### src/design/rth_pkg.sv
package rth_pkg;

  // Which component holds the maximum. Ties go to red, then green.
  typedef enum logic [2:0] {
    MAX_RED   = 3'b001,
    MAX_GREEN = 3'b010,
    MAX_BLUE  = 3'b100
  } max_sel_t;

endpackage

### src/design/rth_if.sv
interface rgb_if #(
  parameter int COMPONENT_BITS = 8
) ();
  logic                      valid;
  logic                      ready;
  logic [COMPONENT_BITS-1:0] red;
  logic [COMPONENT_BITS-1:0] green;
  logic [COMPONENT_BITS-1:0] blue;

  modport source (output valid, output red, output green, output blue, input ready);
  modport sink   (input valid, input red, input green, input blue, output ready);
endinterface

interface hsl_if #(
  parameter int COMPONENT_BITS = 8,
  parameter int HUE_BITS       = 12,
  parameter int FRACTION_BITS  = 12
) ();
  logic                      valid;
  logic                      ready;
  logic [HUE_BITS-1:0]       hue;
  logic [FRACTION_BITS:0]    saturation;
  logic [COMPONENT_BITS:0]   lightness_sum;

  modport source (output valid, output hue, output saturation, output lightness_sum,
                  input ready);
  modport sink   (input valid, input hue, input saturation, input lightness_sum,
                  output ready);
endinterface

### src/design/rgb_to_hsl.sv
// RGB to HSL converter, one pixel per clock while pixel_out is not stalled.
//
// pixel_in carries red, green and blue (COMPONENT_BITS each); pixel_out carries
// hue (HUE_BITS, 2^HUE_BITS is one full turn), saturation (FRACTION_BITS+1,
// 2^FRACTION_BITS is one) and lightness_sum (max + min, COMPONENT_BITS+1).
// Both channels use valid/ready; a transfer happens when both are high.
//
// Structure: stage A finds max/min, stage B forms the differences and the two
// divisors, then max(FRACTION_BITS+1, HUE_BITS) restoring-division stages: the
// first FRACTION_BITS+1 each retire a saturation bit, the first HUE_BITS a hue bit.
// Throughput: one pixel per cycle while the receiver keeps pixel_out.ready
// high; the division stages set the depth, not the rate.
//
// Reset (rst, synchronous) clears all stage valid bits; nothing else is kept.
// When the receiver holds ready low, the last stage holds its result and the
// stages behind it keep filling any empty slots, so pixel_in.ready drops only
// once every stage is occupied. Nothing is dropped or repeated.
module rgb_to_hsl #(
  parameter int COMPONENT_BITS = 8,
  parameter int HUE_BITS       = 12,
  parameter int FRACTION_BITS  = 12
) (
  input  logic  clk,
  input  logic  rst,
  rgb_if.sink   pixel_in,
  hsl_if.source pixel_out
);
  import rth_pkg::*;

  localparam int C     = COMPONENT_BITS;
  localparam int W6    = C + 3;                 // holds 6*d and the hue numerator
  localparam int STEPS = (FRACTION_BITS + 1 > HUE_BITS) ? FRACTION_BITS + 1 : HUE_BITS;
  localparam int N     = STEPS + 2;             // A, B and the divider stages
  localparam logic [C:0] FULL2 = {{(C){1'b1}}, 1'b0};           // 2*FULL
  localparam logic [FRACTION_BITS:0] SAT_ONE = {1'b1, {(FRACTION_BITS){1'b0}}};

  // stage valid bits and per-stage load enables
  logic [N-1:0] v;
  logic [N-1:0] en;

  always_comb begin
    en[N-1] = !v[N-1] || pixel_out.ready;
    for (int k = N - 2; k >= 0; k--) begin
      en[k] = !v[k] || en[k+1];
    end
  end

  assign pixel_in.ready = en[0];

  always_ff @(posedge clk) begin
    if (rst) begin
      v <= '0;
    end else begin
      if (en[0]) begin
        v[0] <= pixel_in.valid;
      end
      for (int k = 1; k < N; k++) begin
        if (en[k]) begin
          v[k] <= v[k-1];
        end
      end
    end
  end

  // ---------------- stage A: max, min, which one is max ----------------
  logic [C-1:0] ra, ga, ba, mxa, mna;
  max_sel_t     sela;
  logic [C-1:0] mx_next, mn_next;
  max_sel_t     sel_next;

  always_comb begin
    if (pixel_in.red >= pixel_in.green && pixel_in.red >= pixel_in.blue) begin
      sel_next = MAX_RED;
      mx_next  = pixel_in.red;
    end else if (pixel_in.green >= pixel_in.blue) begin
      sel_next = MAX_GREEN;
      mx_next  = pixel_in.green;
    end else begin
      sel_next = MAX_BLUE;
      mx_next  = pixel_in.blue;
    end
    mn_next = pixel_in.red;
    if (pixel_in.green < mn_next) mn_next = pixel_in.green;
    if (pixel_in.blue < mn_next)  mn_next = pixel_in.blue;
  end

  always_ff @(posedge clk) begin
    if (en[0]) begin
      ra   <= pixel_in.red;
      ga   <= pixel_in.green;
      ba   <= pixel_in.blue;
      mxa  <= mx_next;
      mna  <= mn_next;
      sela <= sel_next;
    end
  end

  // ---------------- divider stage payload, index 1 is stage B ----------------
  logic [C-1:0]           sat_rem [1:N-1];
  logic [C-1:0]           den     [1:N-1];
  logic [FRACTION_BITS:0] sat_q   [1:N-1];
  logic [W6-1:0]          hue_rem [1:N-1];
  logic [W6-1:0]          d6      [1:N-1];
  logic [HUE_BITS-1:0]    hue_q   [1:N-1];
  logic [C:0]             lsum    [1:N-1];

  // ---------------- stage B: differences, numerator, divisors ----------------
  logic [C-1:0]  d_b;
  logic [C:0]    sum_b;
  logic [C-1:0]  den_b;
  logic [W6-1:0] d6_b, num_b, dw_b;

  always_comb begin
    d_b   = mxa - mna;
    sum_b = {1'b0, mxa} + {1'b0, mna};
    dw_b  = W6'(d_b);
    // grey pixel: d is 0; nonzero divisors make both quotients come out 0
    if (d_b == '0) begin
      den_b = '1;
      d6_b  = W6'(1);
    end else begin
      den_b = (sum_b <= {1'b0, {(C){1'b1}}}) ? sum_b[C-1:0] : C'(FULL2 - sum_b);
      d6_b  = (dw_b << 2) + (dw_b << 1);
    end
    case (sela)
      MAX_RED: begin
        if (ga >= ba) num_b = W6'(ga - ba);
        else          num_b = d6_b - W6'(ba - ga);
      end
      MAX_GREEN: num_b = (dw_b << 1) + W6'(ba) - W6'(ra);
      MAX_BLUE:  num_b = (dw_b << 2) + W6'(ra) - W6'(ga);
      default:   num_b = '0;
    endcase
  end

  always_ff @(posedge clk) begin
    if (en[1]) begin
      sat_rem[1] <= d_b;
      den[1]     <= den_b;
      sat_q[1]   <= '0;
      hue_rem[1] <= num_b;
      d6[1]      <= d6_b;
      hue_q[1]   <= '0;
      lsum[1]    <= sum_b;
    end
  end

  // ---------------- restoring division, one bit per stage ----------------
  for (genvar k = 2; k < N; k++) begin : g_div
    localparam int S = k - 2;   // step number within each division
    logic [C-1:0]           srem_next;
    logic [FRACTION_BITS:0] sq_next;
    logic [W6-1:0]          hrem_next;
    logic [HUE_BITS-1:0]    hq_next;
    logic [C:0]             st;
    logic [W6:0]            ht;

    always_comb begin
      // saturation: first step compares d itself (quotient can reach one)
      st = (S == 0) ? {1'b0, sat_rem[k-1]} : {sat_rem[k-1], 1'b0};
      srem_next = sat_rem[k-1];
      sq_next   = sat_q[k-1];
      if (S <= FRACTION_BITS) begin
        if (st >= {1'b0, den[k-1]}) begin
          srem_next = C'(st - {1'b0, den[k-1]});
          sq_next   = {sat_q[k-1][FRACTION_BITS-1:0], 1'b1};
        end else begin
          srem_next = st[C-1:0];
          sq_next   = {sat_q[k-1][FRACTION_BITS-1:0], 1'b0};
        end
      end
      // hue: numerator is below 6d, so every step shifts first
      ht = {hue_rem[k-1], 1'b0};
      hrem_next = hue_rem[k-1];
      hq_next   = hue_q[k-1];
      if (S < HUE_BITS) begin
        if (ht >= {1'b0, d6[k-1]}) begin
          hrem_next = W6'(ht - {1'b0, d6[k-1]});
          hq_next   = {hue_q[k-1][HUE_BITS-2:0], 1'b1};
        end else begin
          hrem_next = ht[W6-1:0];
          hq_next   = {hue_q[k-1][HUE_BITS-2:0], 1'b0};
        end
      end
    end

    always_ff @(posedge clk) begin
      if (en[k]) begin
        sat_rem[k] <= srem_next;
        den[k]     <= den[k-1];
        sat_q[k]   <= sq_next;
        hue_rem[k] <= hrem_next;
        d6[k]      <= d6[k-1];
        hue_q[k]   <= hq_next;
        lsum[k]    <= lsum[k-1];
      end
    end
  end

  assign pixel_out.valid         = v[N-1];
  assign pixel_out.hue           = hue_q[N-1];
  assign pixel_out.saturation    = sat_q[N-1];
  assign pixel_out.lightness_sum = lsum[N-1];

  // ---------------- checks ----------------
  a_ready_when_drained: assert property (@(posedge clk) disable iff (rst)
    !pixel_out.valid |-> pixel_in.ready)
    else $error("input stalled with empty output stage");

  a_sat_range: assert property (@(posedge clk) disable iff (rst)
    pixel_out.valid |-> (pixel_out.saturation <= SAT_ONE))
    else $error("saturation above one");

  a_lsum_range: assert property (@(posedge clk) disable iff (rst)
    pixel_out.valid |-> (pixel_out.lightness_sum <= FULL2))
    else $error("lightness sum out of range");

  a_reset_empty: assert property (@(posedge clk)
    rst |=> !pixel_out.valid)
    else $error("output valid right after reset");

endmodule
### src/flat_wrapper.sv
// flat-port wrapper written by rule: the top's interface ports become plain ports
module rgb_to_hsl_flat import rth_pkg::*;
#(
  parameter int COMPONENT_BITS = 8,
  parameter int HUE_BITS       = 12,
  parameter int FRACTION_BITS  = 12
)
  (clk, rst, pixel_in_valid, pixel_in_red, pixel_in_green, pixel_in_blue, pixel_in_ready, pixel_out_valid, pixel_out_hue, pixel_out_saturation, pixel_out_lightness_sum, pixel_out_ready);
  rgb_if #(.COMPONENT_BITS(COMPONENT_BITS)) pixel_in_i ();
  hsl_if #(.COMPONENT_BITS(COMPONENT_BITS), .HUE_BITS(HUE_BITS), .FRACTION_BITS(FRACTION_BITS)) pixel_out_i ();
  input  logic clk;
  input  logic rst;
  input wire logic [$bits(pixel_in_i.valid)-1:0] pixel_in_valid;
  input wire logic [$bits(pixel_in_i.red)-1:0] pixel_in_red;
  input wire logic [$bits(pixel_in_i.green)-1:0] pixel_in_green;
  input wire logic [$bits(pixel_in_i.blue)-1:0] pixel_in_blue;
  output wire logic [$bits(pixel_in_i.ready)-1:0] pixel_in_ready;
  output wire logic [$bits(pixel_out_i.valid)-1:0] pixel_out_valid;
  output wire logic [$bits(pixel_out_i.hue)-1:0] pixel_out_hue;
  output wire logic [$bits(pixel_out_i.saturation)-1:0] pixel_out_saturation;
  output wire logic [$bits(pixel_out_i.lightness_sum)-1:0] pixel_out_lightness_sum;
  input wire logic [$bits(pixel_out_i.ready)-1:0] pixel_out_ready;
  assign pixel_in_i.valid = pixel_in_valid;
  assign pixel_in_i.red = pixel_in_red;
  assign pixel_in_i.green = pixel_in_green;
  assign pixel_in_i.blue = pixel_in_blue;
  assign pixel_in_ready = pixel_in_i.ready;
  assign pixel_out_valid = pixel_out_i.valid;
  assign pixel_out_hue = pixel_out_i.hue;
  assign pixel_out_saturation = pixel_out_i.saturation;
  assign pixel_out_lightness_sum = pixel_out_i.lightness_sum;
  assign pixel_out_i.ready = pixel_out_ready;
  rgb_to_hsl #(.COMPONENT_BITS(COMPONENT_BITS), .HUE_BITS(HUE_BITS), .FRACTION_BITS(FRACTION_BITS)) u_core (.clk(clk), .rst(rst), .pixel_in(pixel_in_i), .pixel_out(pixel_out_i));
endmodule
### config.mk
export PLATFORM = sky130hd
export DESIGN_NAME = rgb_to_hsl_flat
export DESIGN_NICKNAME = d
export VERILOG_FILES = /design/src/design/rth_pkg.sv /design/src/design/rth_if.sv /design/src/design/rgb_to_hsl.sv /design/src/flat_wrapper.sv
export SDC_FILE = /design/constraint.sdc
export NUM_CORES = 1
export LEC_CHECK = 0
export BUFFER_PORTS_ARGS = -buffer_cell sky130_fd_sc_hd__buf_4
export CORE_UTILIZATION = 35
export CTS_CLUSTER_SIZE = 40
export DETAILED_ROUTE_END_ITERATION = 12
export PLACE_DENSITY_LB_ADDON = 0.12
export SLEW_MARGIN = 20
export SYNTH_ARGS = -nofsm -noshare
export SYNTH_HDL_FRONTEND = slang
export SYNTH_SLANG_ARGS = --single-unit
### constraint.sdc
create_clock -name clk -period 13.26 [get_ports clk]
set_input_delay 3.978 -clock clk [delete_from_list [all_inputs] [get_ports clk]]
set_output_delay 3.978 -clock clk [all_outputs]
set_load 0.02 [all_outputs]
# After elaboration in Yosys (flattened, before gate mapping)
# Memory sizes are Yosys's and may differ from the RTL's.
# Cells that the tools add are included.
# op_classes
n_addsub	36
multipliers	0
div_mod_pow	0
magnitude_cmp	32
eq_ne	3
n_shift	0
mux	88
bitwise_logic	0
reduce_logical	32
# op_table
op	n
two-way mux 11 bit	14
two-way mux 8 bit	19
greater-or-equal comparator 12 x 11 -> 1 bit	12
subtractor 11 bit	13
subtractor 8 bit	14
greater-or-equal comparator 9 x 8 -> 1 bit	12
two-way mux 1 bit	53
greater-or-equal comparator 8 bit	5
case mux 11 bit (3 select lines)	1
subtractor 11 x 8 -> 11 bit	2
subtractor 8 x 8 -> 9 bit	2
< comparator 8 bit	2
zero test 1 bit	15
logical OR 1 bit	15
adder 10 x 8 -> 11 bit	1
adder 10 x 9 -> 11 bit	1
adder 9 x 8 -> 10 bit	1
adder 8 x 8 -> 9 bit	1
less-or-equal comparator 9 x 8 -> 1 bit (second input constant)	1
zero test 8 bit	1
subtractor 8 bit (first input constant)	1
== test 3 x 1 -> 1 bit (second input constant)	1
== test 3 x 2 -> 1 bit (second input constant)	1
== test 3 bit (second input constant)	1
2 further kinds	2
# word_totals
reg_bits	58
latchBits	0
ramBits	1008
romBits	0
input_bits	28
out_inout_bits	36
elab_cells	219
n_memories	7
# memory_table
name	words	width	rd	rd_ports_with_merged_regs	wr	line_no	text
u_core.sat_q	14	13	14	0	14	rgb_to_hsl.sv:101	logic [FRACTION_BITS:0] sat_q [1:N-1];
u_core.hue_q	14	12	14	0	14	rgb_to_hsl.sv:104	logic [HUE_BITS-1:0] hue_q [1:N-1];
u_core.d6	14	11	13	0	14	rgb_to_hsl.sv:103	logic [W6-1:0] d6 [1:N-1];
u_core.hue_rem	14	11	13	0	14	rgb_to_hsl.sv:102	logic [W6-1:0] hue_rem [1:N-1];
u_core.lsum	14	9	14	0	14	rgb_to_hsl.sv:105	logic [C:0] lsum [1:N-1];
u_core.den	14	8	13	0	14	rgb_to_hsl.sv:100	logic [C-1:0] den [1:N-1];
1 more memories	--	--	--	--	--	--	

# Depth between registers and ports, before layout
# Gate-level depths: netlist of the first run.
# depth
ltp_word	17
depth_mapped	23
ltp_nobuf	22

# Worst setup path after synthesis of the first run
# No wires, ideal clock.
# synth_timing
kind	input -> output
startpoint	input port pixel_out_ready
endpoint	output port pixel_in_ready
arrival_time_ps	9643
required_time_ps	9282
slack_ps	-362
cell_stages	9
n_path_buf	0
cell_sequence	and2b_1 -> inv_1 -> nor3_1 -> and2_1 -> inv_1 -> nor2_1 -> nand3_1 -> nor2_1 -> nand3_1
# synth_via
elab_chain_len	15
# synth_rtl
item	line_no	text
start: declaration	flat_wrapper.sv:22	input wire logic [$bits(pixel_out_i.ready)-1:0] pixel_out_ready;
logical OR 1 bit	rgb_to_hsl.sv:42	en[N-1] = !v[N-1] || pixel_out.ready;
net u_core.en[14]	rgb_to_hsl.sv:39	logic [N-1:0] en;
logical OR 1 bit (6 in series)	rgb_to_hsl.sv:44	en[k] = !v[k] || en[k+1];
net u_core.en[8]	rgb_to_hsl.sv:39	
logical OR 1 bit (5 in series)	rgb_to_hsl.sv:44	
net u_core.en[3]	rgb_to_hsl.sv:39	
logical OR 1 bit (3 in series)	rgb_to_hsl.sv:44	
end: declaration	flat_wrapper.sv:17	output wire logic [$bits(pixel_in_i.ready)-1:0] pixel_in_ready;
# The timed path passes the listed nets, and every way through them passes these cells.

# Worst setup path in the final report of the first run
# Ends and elaborated chain as after synthesis.

==> flow_summary_export.csv, run 1 <==
group,metric,value,unit
clock_network,postCtsSetupBuffers,0,
setup_path,crit_path_max_fanout,53,
place,dp_hpwl,58.9,mm
sta,setup_slack,1850,ps
sta,fin_crit_sh,0.860,
setup_path,rrSetupSlack,7700,ps
layout,antenna_cells,0,
floorplan,num_rows,126,
routing,drtIter0Drc,870,
clock_network,h-tree-depth,3,
setup_path,path_class,"input pin to primary output",
synth,synth-edff-count,821,
clock_network,cts_tree,"yes",
setup_path,cpMostUsedCell,"buf_4",
routing,first_pass_iters,5,
setup_path,path_cells,"buf_4, and2b_1, clkinv_1, buf_4, nor3_1, and2_1, inv_2, nor2_1, nand3_2, buf_4, nor2_1, nand3_2, buf_4, buf_4",
clock_network,clkSinkCount,836,
layout,post-route-util,0.400,
setup_path,crit_buf_inv,7,
sta,max_freq,87.7,MHz
synth,synth_nets,3639,
clock_network,clk_latency,680,ps
grt,grt_pass1_wl,127,mm
sta,rsz0062_at_grt,"false",
routing,drt_wl_total,78.0,mm
flow_run,cap_violations,0,
floorplan,die_x,348,um
setup_path,cp.arrival,7430,ps
sta,post-route-min-period,11410,ps
routing,avgRoutedWirePerCell,15.5,um
sta,hold_viol_final,0,
sta,tightest_slew,1120,ps
synth,synth.avg_cell_area,13.0,sq um
floorplan,dieArea,0.121,sq mm
grt,grt_usage,0.131,
place,pre_cts_slack,1780,ps
floorplan,pin_count,64,
synth,ys_seq_area_frac,0.595,
synth,synth.distinct_cells,79,
floorplan,die_h,348,um
synth,synth_area,0.0419,sq mm
sta,worst_hold_slack,392,ps
grt,grt_pass1_vias,24174,
sta,setup_viol,0,
sta,max-slew-margin-rel,0.254,
place,port_buffers,63,
place,gp_congestion,0.808,
synth,ys_seq_elements,836,
clock_network,hold_buffers,0,
clock_network,clockBufferDepth,3,
layout,drive_gt1_frac,0.102,
routing,ant_nets,0,
setup_path,cp_top_family,"simple AND/OR/NAND/NOR gates",
clock_network,cts_resized,0,
clock_network,clockRootBuffer,"clkbuf_16",
setup_path,crit_path_start_kind,"input pin",
synth,synthTopCellsByArea,"edfxtp_1, ha_1, inv_1, xnor2_1, mux2_2",
floorplan,core_area,0.118,sq mm
synth,synthFlopType,"edfxtp_1",
worst_hold_path,hp-class,"flop to flop",
status,status,"finished clean",
synth,async_flop_share,0,
clock_network,clkSlewWorstSetupHoldPaths,60,ps
synth,synth_cells,3233,
clock_network,numCtsBuffers,92,
synth,netlist.area_leader.share,0.588,
routing,vias_per_cell,4.64,
synth,yosysMostFrequentCell,"edfxtp_1",
sta,skew,54.1,ps
setup_path,crit_slowest_cell,"nor2_1",
synth,ys_warn_count,0,
setup_path,cpPeakStageDelay,470,ps
synth,yosys.area.top_type,"edfxtp_1",
layout,finalNetCount,3767,
floorplan,start_util,0.354,
sta,fin_setup_tns,0,ps
synth,netlist_top_cells_count,"edfxtp_1, inv_1, ha_1",
routing,drc,0,
grt,antenna_found_initial,0,
layout,syn_to_final_growth,12.9,%
sta,slew_violations,0,
grt,grt_max_degree,68,
setup_path,end_kind,"primary output",
routing,vias,23354,
setup_path,critical_path_required,9280,ps
grt,grt-ovfl-total,0,
[worst reg2reg max path, cell delays in order (launching register included)]
cell and delay [ps]:
edfxtp_1 480, ha_1 330, nor2b_1 240, o21ai_0 110, nand2b_1 110, xor2_1 310, inv_1 150, ha_1 200
nand3b_4 90, nor4_4 730, inv_1 440, ha_1 360, fa_1 390, nor2b_1 220, o2111ai_1 200, a31oi_1 300
a21o_1 160, a21oi_1 60, xnor3_1 170, a31o_1 230
[layout by cell type (no fill, tap or decap), drive strengths merged, types with 7 or more instances in the layout]
cell	n
nand3b	9
edfxtp	821
dfxtp	15
inv	415
or3	28
nand2	110
a221oi	29
and2	29
nand3	37
xor2	48
nor2	238
xnor2	142
mux2	98
nand4	30
and3	9
or2	8
nand2b	32
fa	37
o21a	36
buf	85
a41oi	7
a21oi	165
o21ai	113
a21boi	17
a21o	68
o41ai	12
o31ai	16
a31oi	13
clkinv	45
ha	341
clkbuf	112
nor2b	61
bufinv	9
mux2i	62
a211oi	18
nor3	46
[layer usage]
layer  up-vias  GRT usage  wire length, um
met5         -          0                0
met4         0     0.0520             2870
met3       144     0.0230             2340
met2       281      0.240            39700
met1     10973      0.149            33100
li1      11956          -                -
[layout make-up]
type / count / area (sq um)
tap: 1600 / 2000
multi-input combinational: 1933 / 15200
clock inverter: 58 / 567
sequential: 836 / 25000
inverter: 413 / 1550
timing repair buffer: 85 / 636
fill: 11176 / 71100
clock buffer: 112 / 2400
[registers in the layout, indices dropped and copies added (netlist names), 15 cells and up]
| register | cells |
|---|---|
| u_core.sat_q | 91 |
| u_core.hue_q | 90 |
| u_core.v | 15 |
| u_core.d6 | 132 |
| u_core.den | 104 |
| u_core.lsum | 126 |
| u_core.sat_rem | 103 |
| u_core.hue_rem | 132 |
[stage by stage]
stage,instances,cell area [sq um]
detailed placement,4867,44400
floorplan,3233,41900
global route,5037,47300
finish,5037,47300
global placement,4866,44400
CTS,5037,47300
[path summary, 6_finish.rpt]
kind,from,end,cells after the start
worst max register to register,u_core.mxa[1],u_core.hue_rem[0][21],19
worst max-delay path,pixel_out_ready,pixel_in_ready,14
worst min register to register,u_core.hue_q[0][36],u_core.hue_q[0][49],0
worst min-delay path,u_core.hue_q[0][36],u_core.hue_q[0][49],0
[kinds of logic after synthesis]
group / synth area share
buf+inv: 0.0430
simple gates: 0.0753
compound gates: 0.0855
fa+ha+maj: 0.120
xor+xnor: 0.0406
flops: 0.595
mux: 0.0411
Power of run 1 is not shown: default switching activity piles up to over one toggle a cycle in this logic, so the estimate is an artifact.
==> inputs of run 2 (changes only) <==
- CAP_MARGIN: default -> 20
- CORE_UTILIZATION: 35 -> 50
==> flow_summary_export.csv, run 2 (synthesis results as in run 1) <==
group,metric,value,unit
sta,setup_viol,0,
grt,grt_pass1_wl,121,mm
routing,vias_per_cell,5.32,
clock_network,clockRootBuffer,"clkbuf_16",
sta,post-route-min-period,11600,ps
sta,max_freq,86.2,MHz
worst_hold_path,hold_path_depth,0,
floorplan,die_h,292,um
routing,drc,0,
worst_hold_path,hp-class,"flop to flop",
clock_network,numCtsBuffers,88,
layout,antenna_cells,0,
layout,ff_latch_area,0.0250,sq mm
clock_network,h-tree-depth,3,
sta,hold_viol_final,0,
floorplan,start_util,0.508,
sta,tightest_slew,978,ps
setup_path,crit_path_max_fanout,62,
routing,ant_nets,0,
routing,drtIter0Drc,936,
floorplan,die_x,292,um
status,status,"finished clean",
setup_path,rrSetupSlack,7990,ps
layout,syn_to_final_growth,10.7,%
setup_path,end_kind,"primary output",
layout,reg_top3,"u_core.d6 x132, u_core.hue_rem x132, u_core.lsum x126",
sta,skew,40.9,ps
clock_network,hold_buffers,0,
clock_network,clockBufferDepth,3,
flow_run,cap_violations,0,
routing,avgRoutedWirePerCell,16.4,um
layout,final_cell_count_no_fill,4490,
setup_path,cp.arrival,7630,ps
sta,max-slew-margin-rel,0.343,
setup_path,path_class,"input pin to primary output",
floorplan,core_area,0.0825,sq mm
worst_hold_path,holdCritStartpoint,"u_core.hue_q[0][86]",
layout,post-route-util,0.562,
floorplan,num_rows,105,
routing,drt_wl_total,73.5,mm
grt,antenna_found_initial,0,
layout,finalNetCount,3764,
floorplan,pin_count,64,
place,placed_cells,4336,
routing,first_pass_iters,5,
layout,final_common_cell,"edfxtp_1",
grt,grt-ovfl-total,0,
clock_network,clk_latency,650,ps
clock_network,postCtsSetupBuffers,0,
sta,fin_setup_tns,0,ps
setup_path,critical_path_required,9280,ps
grt,grt_usage,0.176,
layout,multi_input_area,0.0152,sq mm
grt,grt_max_degree,70,
setup_path,startpoint,"pixel_out_ready",
layout,drive_gt1_frac,0.0968,
clock_network,clkSlewWorstSetupHoldPaths,50,ps
routing,vias,23878,
worst_hold_path,hold-path-endpoint,"u_core.hue_q[0][99]",
layout,nFillCells,6649,
clock_network,cts_resized,0,
setup_path,reg2reg_depth,20,
place,dp_hpwl,55.8,mm
sta,fin_crit_sh,0.875,
place,port_buffers,63,
setup_path,worstReg2RegEnd,"u_core.hue_rem[0][21]",
floorplan,dieArea,0.0850,sq mm
clock_network,clkSinkCount,836,
setup_path,crit_path_start_kind,"input pin",
layout,final_cell_mix,"edfxtp_1, inv_1, ha_1",
clock_network,cts_tree,"yes",
setup_path,reg2reg_from,"u_core.mna[1]",
place,gp_congestion,0.886,
sta,rsz0062_at_grt,"false",
sta,slew_violations,0,
grt,grt_pass1_vias,25024,
run 2: worst max path at each step:
stage                     end  slack [ps]  cells after the start
2_1_floorplan  pixel_in_ready         280                      9
3_3_place_gp   pixel_in_ready        1740                     14
3_5_place_dp   pixel_in_ready        1670                     14
4_1_cts        pixel_in_ready        1660                     14
5_1_grt        pixel_in_ready        1310                     14
6_report       pixel_in_ready        1660                     14
run 2: layer usage:
metal	track usage	vias to the layer above	wire, um
met2	0.332	327	39300
met1	0.190	11438	29000
met3	0.0257	174	2070
li1	-	11939	-
met5	0	-	0
met4	0.0860	0	3160
run 2: per-stage QoR:
stage | area (sq um) | setup WS (ps) | hold slack, ps
floorplan | 41900 | 277 | 400
global placement | 43700 | 1740 | 401
detailed placement | 43700 | 1670 | 405
CTS | 46400 | 1660 | 391
global route | 46400 | 1310 | 398
finish | 46400 | 1660 | 394
run 2: layout make-up:
| type | instances | share of cell area |
|---|---|---|
| clock inverter | 38 | 0.00830 |
| multi-input combinational | 1933 | 0.328 |
| inverter | 413 | 0.0334 |
| timing repair buffer | 86 | 0.0141 |
| tap | 1070 | 0.0288 |
| clock buffer | 114 | 0.0496 |
| sequential | 836 | 0.538 |
run 2: critical path: stages:
cell	delay, ps
buf_4	100
and2b_1	290
clkinv_1	80
buf_4	270
nor3_1	420
and2_1	330
inv_2	40
buf_4	330
nor2_1	470
nand3_2	110
buf_4	320
nor2_1	460
nand3_2	200
buf_4	200
Power of run 2 is left out for the same reason.
==> inputs of run 3 (changes only) <==
- CORE_MARGIN: default -> 2
- clock period: 13.26 -> 14.93 ns (I/O delays scaled with it)
==> flow_summary_export.csv, run 3 (synthesis results as in run 1) <==
group,metric,value,unit
clock_network,clkSinkCount,836,
setup_path,cpMostUsedCell,"buf_4",
setup_path,reg2reg_depth,18,
worst_hold_path,holdCritStartpoint,"u_core.sat_q[2][0]",
setup_path,crit_slowest_cell,"nor2_1",
sta,max-slew-margin-rel,0.295,
sta,skew,46.8,ps
grt,antenna_found_initial,0,
sta,fin_setup_tns,0,ps
grt,grt_max_degree,70,
sta,fin_crit_sh,0.833,
setup_path,startpoint,"pixel_out_ready",
worst_hold_path,hold_path_depth,0,
layout,syn_to_final_growth,11.3,%
routing,drc,0,
clock_network,clockBufferDepth,3,
sta,tightest_slew,1060,ps
place,dp_hpwl,55.2,mm
layout,antenna_cells,0,
routing,first_pass_iters,7,
setup_path,path_cells,"buf_4, and2b_1, clkinv_1, buf_4, nor3_1, and2_1, inv_2, nor2_1, nand3_2, buf_4, nor2_1, nand3_2, buf_4, buf_4",
floorplan,die_h,294,um
setup_path,cpPeakStageDelay,450,ps
sta,slew_violations,0,
sta,hold_viol_final,0,
sta,setup_viol,0,
layout,drive_gt1_frac,0.102,
worst_hold_path,hp-class,"flop to flop",
floorplan,core_area,0.0833,sq mm
clock_network,clkSlewWorstSetupHoldPaths,60,ps
grt,grt_pass1_wl,122,mm
place,port_buffers,63,
setup_path,critical_path_required,10450,ps
setup_path,reg2reg_from,"u_core.mxa[1]",
clock_network,h-tree-depth,3,
clock_network,postCtsSetupBuffers,0,
place,gp_congestion,0.873,
grt,grt_usage,0.174,
sta,post-route-min-period,12440,ps
routing,drt_wl_total,73.4,mm
routing,avgRoutedWirePerCell,16.3,um
flow_run,cap_violations,0,
setup_path,crit_path_max_fanout,53,
floorplan,die_x,294,um
grt,grt_pass1_vias,25034,
layout,final_cell_mix,"edfxtp_1, inv_1, ha_1",
routing,vias_per_cell,5.31,
clock_network,clockRootBuffer,"clkbuf_16",
sta,rsz0062_at_grt,"false",
setup_path,path_class,"input pin to primary output",
clock_network,cts_tree,"yes",
setup_path,cp.arrival,7960,ps
floorplan,start_util,0.504,
routing,drtIter0Drc,1059,
routing,vias,23952,
clock_network,hold_buffers,0,
layout,final_common_cell,"edfxtp_1",
floorplan,pin_count,64,
floorplan,num_rows,106,
setup_path,crit_path_start_kind,"input pin",
layout,nFillCells,6725,
setup_path,end_kind,"primary output",
clock_network,numCtsBuffers,90,
status,status,"finished clean",
grt,grt-ovfl-total,0,
routing,ant_nets,0,
clock_network,cts_resized,0,
sta,max_freq,80.4,MHz
layout,reg_top3,"u_core.d6 x132, u_core.hue_rem x132, u_core.lsum x126",
layout,finalNetCount,3763,
clock_network,clk_latency,660,ps
floorplan,dieArea,0.0862,sq mm
[run 3: cell type report]
type	instances	area, sq um	area share
flip-flops and latches	836	25000	0.534
multi-input cells	1933	15200	0.326
clock buffers	110	2330	0.0498
inverters	413	1550	0.0332
well taps	1080	1350	0.0289
clock inverters	55	649	0.0139
repair buffers	83	623	0.0133
[run 3: worst paths after layout]
kind | slack [ps] | to
hold reg to reg | 400 | u_core.sat_q[2][14]
setup reg to reg | 9700 | u_core.hue_rem[0][19]
hold / removal | 400 | u_core.sat_q[2][14]
setup / recovery | 2490 | pixel_in_ready
[run 3: stage by stage]
stage	util	setup slack [ps]	hold WS, ps	std cells	instance area (sq um)
floorplan	-	307	400	3233	41900
global placement	0.525	2580	400	4344	43700
detailed placement	0.525	2470	405	4345	43700
CTS	0.560	2470	388	4510	46700
global route	0.561	2020	385	4510	46700
finish	0.561	2490	400	4510	46700
[run 3: routing by layer]
metal / vias to the layer above / share of wire / track usage
met1: 11515 / 0.40 / 0.192
met4: 0 / 0.037 / 0.0743
li1: 11919 / - / -
met2: 359 / 0.53 / 0.331
met5: - / 0 / 0
met3: 159 / 0.033 / 0.0255
[run 3: critical path: cells and delay by family]
| kind | cells | cell delay (ps) |
|---|---|---|
| buffers and inverters | 7 | 1390 |
| and+or+nand+nor | 7 | 2060 |
Power of run 3 is left out for the same reason.
